$ cat src/hdl/gld_pkg.sv
// Shared types and constants for the GIF LZW decoder.
`default_nettype none
package gld_pkg;

  // Default sizing of the dictionary
  localparam int MAX_ENTRIES_DEF   = 4096;
  localparam int MAX_CODE_BITS_DEF = 12;

  // Code and field widths
  localparam int CODE_W = 13;
  localparam logic [CODE_W-1:0] NO_CODE = 13'h1FFF;
  localparam logic [3:0] MIN_SIZE_RESET = 4'd8;

  // Input mode codes
  localparam logic [1:0] MODE_RESTART = 2'd0;
  localparam logic [1:0] MODE_LOAD    = 2'd1;
  localparam logic [1:0] MODE_PULL    = 2'd2;

  // Error codes
  localparam logic [1:0] ERR_NONE  = 2'd0;
  localparam logic [1:0] ERR_RANGE = 2'd1;
  localparam logic [1:0] ERR_FIRST = 2'd2;

  // Classified operation
  typedef enum logic [1:0] {
    OP_RESTART = 2'd0,
    OP_LOAD    = 2'd1,
    OP_PULL    = 2'd2,
    OP_NONE    = 2'd3
  } op_t;

  // Entry of the queue between front and back
  typedef struct packed {
    op_t        op;
    logic [7:0] data_byte;
  } q_item_t;

endpackage
`default_nettype wire

$ cat src/hdl/gld_if.sv
// Channel interfaces: input items, results and configuration writes.
`default_nettype none
interface gld_item_if;
  logic       valid;
  logic       ready;
  logic [1:0] mode;
  logic [7:0] data_byte;
  modport source (output valid, mode, data_byte, input ready);
  modport sink (input valid, mode, data_byte, output ready);
endinterface

`default_nettype wire

$ cat src/hdl/gld_front.sv
// Front end: takes input transfers, classifies the mode, queues them.
`default_nettype none
module gld_front (
  input  wire logic     clk,
  input  wire logic     rst,
  gld_item_if.sink      item_in,
  output gld_pkg::q_item_t q_item,
  output logic          q_valid,
  input  wire logic     q_ready
);
  import gld_pkg::*;

  q_item_t    slots [2];
  logic       wr_ptr;
  logic       rd_ptr;
  logic [1:0] fill;
  logic       push;
  logic       pop;
  op_t        op_class;

  // mode decode
  always_comb begin
    unique case (item_in.mode)
      MODE_RESTART: op_class = OP_RESTART;
      MODE_LOAD:    op_class = OP_LOAD;
      MODE_PULL:    op_class = OP_PULL;
      default:      op_class = OP_NONE;
    endcase
  end

  assign item_in.ready = (fill != 2'd2);
  assign push    = item_in.valid && item_in.ready;
  assign q_valid = (fill != 2'd0);
  assign pop     = q_valid && q_ready;
  assign q_item  = slots[rd_ptr];

  // two-entry queue
  always_ff @(posedge clk) begin
    if (rst) begin
      wr_ptr <= 1'b0;
      rd_ptr <= 1'b0;
      fill   <= 2'd0;
    end else begin
      if (push) begin
        slots[wr_ptr] <= '{op: op_class, data_byte: item_in.data_byte};
        wr_ptr <= ~wr_ptr;
      end
      if (pop) begin
        rd_ptr <= ~rd_ptr;
      end
      fill <= fill + {1'b0, push} - {1'b0, pop};
    end
  end
endmodule
`default_nettype wire

$ cat src/flat_wrapper.sv
// flat-port wrapper written by rule: the top's interface ports become plain ports
module gld_front_flat import gld_pkg::*;
  (clk, rst, q_item, q_valid, q_ready, item_in_valid, item_in_mode, item_in_data_byte, item_in_ready);
  gld_item_if item_in_i ();
  input  wire logic clk;
  input  wire logic rst;
  output gld_pkg::q_item_t q_item;
  output logic q_valid;
  input  wire logic q_ready;
  input wire logic [$bits(item_in_i.valid)-1:0] item_in_valid;
  input wire logic [$bits(item_in_i.mode)-1:0] item_in_mode;
  input wire logic [$bits(item_in_i.data_byte)-1:0] item_in_data_byte;
  output wire logic [$bits(item_in_i.ready)-1:0] item_in_ready;
  assign item_in_i.valid = item_in_valid;
  assign item_in_i.mode = item_in_mode;
  assign item_in_i.data_byte = item_in_data_byte;
  assign item_in_ready = item_in_i.ready;
  gld_front u_core (.clk(clk), .rst(rst), .item_in(item_in_i), .q_item(q_item), .q_valid(q_valid), .q_ready(q_ready));
endmodule
$ cat config.mk
export PLATFORM = sky130hd
export DESIGN_NAME = gld_front_flat
export DESIGN_NICKNAME = d
export VERILOG_FILES = /design/src/hdl/gld_pkg.sv /design/src/hdl/gld_if.sv /design/src/hdl/gld_front.sv /design/src/flat_wrapper.sv
export SDC_FILE = /design/constraint.sdc
export NUM_CORES = 1
export LEC_CHECK = 0
export BUFFER_PORTS_ARGS = -buffer_cell sky130_fd_sc_hd__buf_4
export CAP_MARGIN = 30
export CORE_MARGIN = 2
export CORE_UTILIZATION = 49
export CTS_BUF_LIST = sky130_fd_sc_hd__clkbuf_8
export CTS_CLUSTER_SIZE = 12
export DETAILED_ROUTE_END_ITERATION = 8
export MAX_ROUTING_LAYER = met4
export PLACE_DENSITY_LB_ADDON = 0.08
export SYNTH_ARGS = -nofsm -noshare
export SYNTH_HDL_FRONTEND = slang
export SYNTH_SLANG_ARGS = --single-unit
export TNS_END_PERCENT = 30
$ cat constraint.sdc
create_clock -name clk -period 4.65 [get_ports clk]
set_input_delay 0.6975 -clock clk [delete_from_list [all_inputs] [get_ports clk]]
set_output_delay 0.6975 -clock clk [all_outputs]
set_load 0.01 [all_outputs]
==> results.txt <==
* Clock buffer count from CTS: 3
* Count of distinct cell types in the synthesized netlist: 23
- Num Clock Sinks: 25
- For the worst-skew pair, the clock arrives at the later sink with an insertion delay of 0.25 ns.
- At the end of routability-driven placement, the weighted congestion stood at 0.708.
- Critical path peak fanout: 10
- For the final database, setup skew stands at 0.00197 ns.
- The first global-routing pass estimated 2620 µm of wire.
- Routed length per placed instance: 13.0 µm
- The area growth from synthesis to layout is 26.6%.
* Areal power density over the cells: 495 nW/µm²
- Of the available clock period, the critical path in the final layout requires 44.9%.
* Fraction of the core area covered by cells at the end of the flow: 65.1%
- DRC violation total after the first TritonRoute iteration: 6
- Global-route met3 utilization: 3.07%
- During synthesis, Yosys emitted a total of 0 warnings.
- Core Footprint: 1920 µm²
- The cell sitting at the root of the clock tree is a sky130_fd_sc_hd__clkbuf_8.
- Die Ht: 48.9 µm
* Number of vias in the routed layout: 581
* FF+latch count, synth: 25
- Hold violation total from the final report: 0
- CTS built an H-tree with a depth of 1.
* Overall routing resource usage: 15.2%
- Total iterations of the first detailed-routing run: 2
- The number of global-route vias before repair was 618.
* Die Area: 2390 µm²
- Slew of the pin with the lowest slew margin: 0.784 ns
- Net count after synthesis: 79
* Final-layout setup total negative slack: 0 ns
- Dividing the detail-routed via count by the number of cells gives 4.97.
* Post-cts resize count: 0
- In this run the deepest clock path goes through 2 buffers.
- Unrepaired setup endpoints after global routing: false
* Hold crit path type: flop to flop
- For this run, global-route usage on met1 was measured as 15.0%.
- DRC violations left: 0
* Number of primary I/O pins: 26
- Fillcell total: 163
* Number of standard cells after synthesis: 64
- Congestion Overflow GR: 0
- The number of antenna violations at the first check in global routing is 0.
- Each instance of the synthesized netlist takes up on average 15.4 µm².
- The library cells used most frequently in the layout, excluding fill and tap cells, are 26 x sky130_fd_sc_hd__buf_4, 20 x sky130_fd_sc_hd__edfxtp_1, 10 x sky130_fd_sc_hd__mux2_2.
- Post-CTS timing repair inserted 0 buffers for setup.
- Maximum number of pins on one net before global-route repair: 14
- Startpoint types: flop
* CTS tree: built
* DPL Wire Length: 1140 µm
* Static Leakage: 0.483 nW
- Cell area after technology mapping: 988 µm²
- After clock tree synthesis, the flow added hold-fix buffers numbering 0.
* Result of the run: finished, final reports clean
* Fraction of layout instances using a drive strength above 1: 46.7%
- Critical path data arrival time: 1.39 ns
- Row generation in the floorplan step produced 16 rows.
* Worst Path Class, Setup: flop to output pin
- VDD sags by at most 0.393 mV.
* GRT Max-Usage Layer: met2
* Initial core utilization: 51.4%
* Horizontal die dimension: 48.9 µm
- Worst slew margin: 47.5%
* Port Buffer Count: 25
- Worst Setup End Kind: output pin
* Post-route ant nets: 0
- For the worst setup path, the data required time is 3.95 ns.
- The final layout contains routed wiring with a total length of 1520 µm.
- Clock-pin slew on the worst setup and hold paths: 0.08 ns
- Max Clock Freq: 478 MHz
- 0 antenna diodes ended up in the layout.
- Fin nets: 106
- For met2 alone, demand over resource in global routing was 29.0%.
- Setup violations remaining at the end of the flow were counted as 0.
- Time the final worst path needs with I/O delays and setup: 2.09 ns
- Sequential elements use 70.9% of the synthesized area.
- The number of pins with negative max-slew slack in the final report came to 0.
- The library cell used most frequently in the layout, excluding fill and tap cells, is sky130_fd_sc_hd__buf_4.
- Across the run, the number of max-cap violations was 0.
[registers in the layout (all words and copies together) (netlist names), named ones only]
register       cells
u_core.fill        2
u_core.rd_ptr      1
u_core.slots      20
u_core.wr_ptr      1
[metal layers]
layer / wire, µm / vias to the layer above
met5: 0 / -
met3: 62 / 4
li1: - / 284
met1: 552 / 277
met2: 876 / 16
met4: 25 / 0
[synth_stat cells]
| library cell | number | area, µm² |
|---|---|---|
| sky130_fd_sc_hd__nor3b_1 | 1 | 7.51 |
| sky130_fd_sc_hd__ha_1 | 1 | 12.5 |
| sky130_fd_sc_hd__a21boi_0 | 1 | 7.51 |
| sky130_fd_sc_hd__nor3_1 | 3 | 15.0 |
| sky130_fd_sc_hd__mux2_1 | 1 | 11.3 |
| sky130_fd_sc_hd__xnor2_1 | 1 | 8.76 |
| sky130_fd_sc_hd__inv_1 | 3 | 11.3 |
| sky130_fd_sc_hd__or2_2 | 1 | 6.26 |
| sky130_fd_sc_hd__or3_1 | 1 | 6.26 |
| sky130_fd_sc_hd__clkbuf_1 | 2 | 7.51 |
| sky130_fd_sc_hd__dfxtp_1 | 5 | 100 |
| sky130_fd_sc_hd__mux2_2 | 10 | 113 |
| sky130_fd_sc_hd__o21ai_0 | 1 | 5.00 |
| sky130_fd_sc_hd__nand2_1 | 2 | 7.51 |
| sky130_fd_sc_hd__nor2b_4 | 1 | 13.8 |
| sky130_fd_sc_hd__mux2i_1 | 1 | 10.0 |
| sky130_fd_sc_hd__buf_2 | 1 | 5.00 |
| sky130_fd_sc_hd__o21a_1 | 1 | 7.51 |
| sky130_fd_sc_hd__edfxtp_1 | 20 | 601 |
| sky130_fd_sc_hd__nor2b_1 | 2 | 12.5 |
| sky130_fd_sc_hd__nor2_1 | 3 | 11.3 |
| sky130_fd_sc_hd__a21oi_1 | 1 | 5.00 |
| sky130_fd_sc_hd__buf_1 | 1 | 3.75 |
[metrics by stage]
step | cells | cell area, µm² | total power [mW] | hold slack [ns] | setup slack, ns
after global routing | 117 | 1250 | 0.657 | 0.530 | 2.45
after global placement | 113 | 1210 | 0.505 | 0.479 | 2.62
after detailed placement | 113 | 1210 | 0.511 | 0.506 | 2.56
after floorplan | 64 | 988 | 0.429 | 0.467 | 2.55
final | 117 | 1250 | 0.619 | 0.518 | 2.56
after CTS | 117 | 1250 | 0.627 | 0.518 | 2.53
[critical path, cell delays in order, from the launching register on]
cell                      delay, ns
sky130_fd_sc_hd__dfxtp_1       0.60
sky130_fd_sc_hd__mux2_2        0.39
sky130_fd_sc_hd__buf_4         0.14
[final timing paths]
path | from | end | slack, ns | depth (start not counted)
setup reg to reg | u_core.fill[1] | u_core.slots[1][0] | 2.93 | 4
hold / removal | u_core.wr_ptr | u_core.wr_ptr | 0.52 | 2
hold reg to reg | u_core.wr_ptr | u_core.wr_ptr | 0.52 | 2
setup / recovery | flop | q_item[6] | 2.56 | 2
[power by group]
part / leakage, nW / total, mW / internal (mW) / switching, mW
combinational: 0.231 / 0.201 / 0.115 / 0.0861
sequential: 0.225 / 0.302 / 0.275 / 0.0275
clock: 0.0269 / 0.116 / 0.0587 / 0.0570
[area by class of cell]
type                    instances  area, µm²  share of cell area [%]
well taps                      27       33.8                    2.70
clock buffers                   3       41.3                    3.30
clock inverters                 1       3.75                   0.300
inverters                       3       11.3                   0.900
multi-input cells              32        265                    21.2
repair buffers                 26        195                    15.6
flip-flops and latches         25        701                    56.0
[kinds of logic after synthesis]
family,Yosys count,synth area share (%)
and+or+nand+nor,14,8.10
xor gates and xnor gates,1,0.886
buffers and inverters,7,2.78
muxes,12,13.5
adders and majority gates,1,1.27
DFF,25,70.9
AOI/OAI and AO/OA,4,2.53
Note: power is estimated with default switching activity, not from simulation.
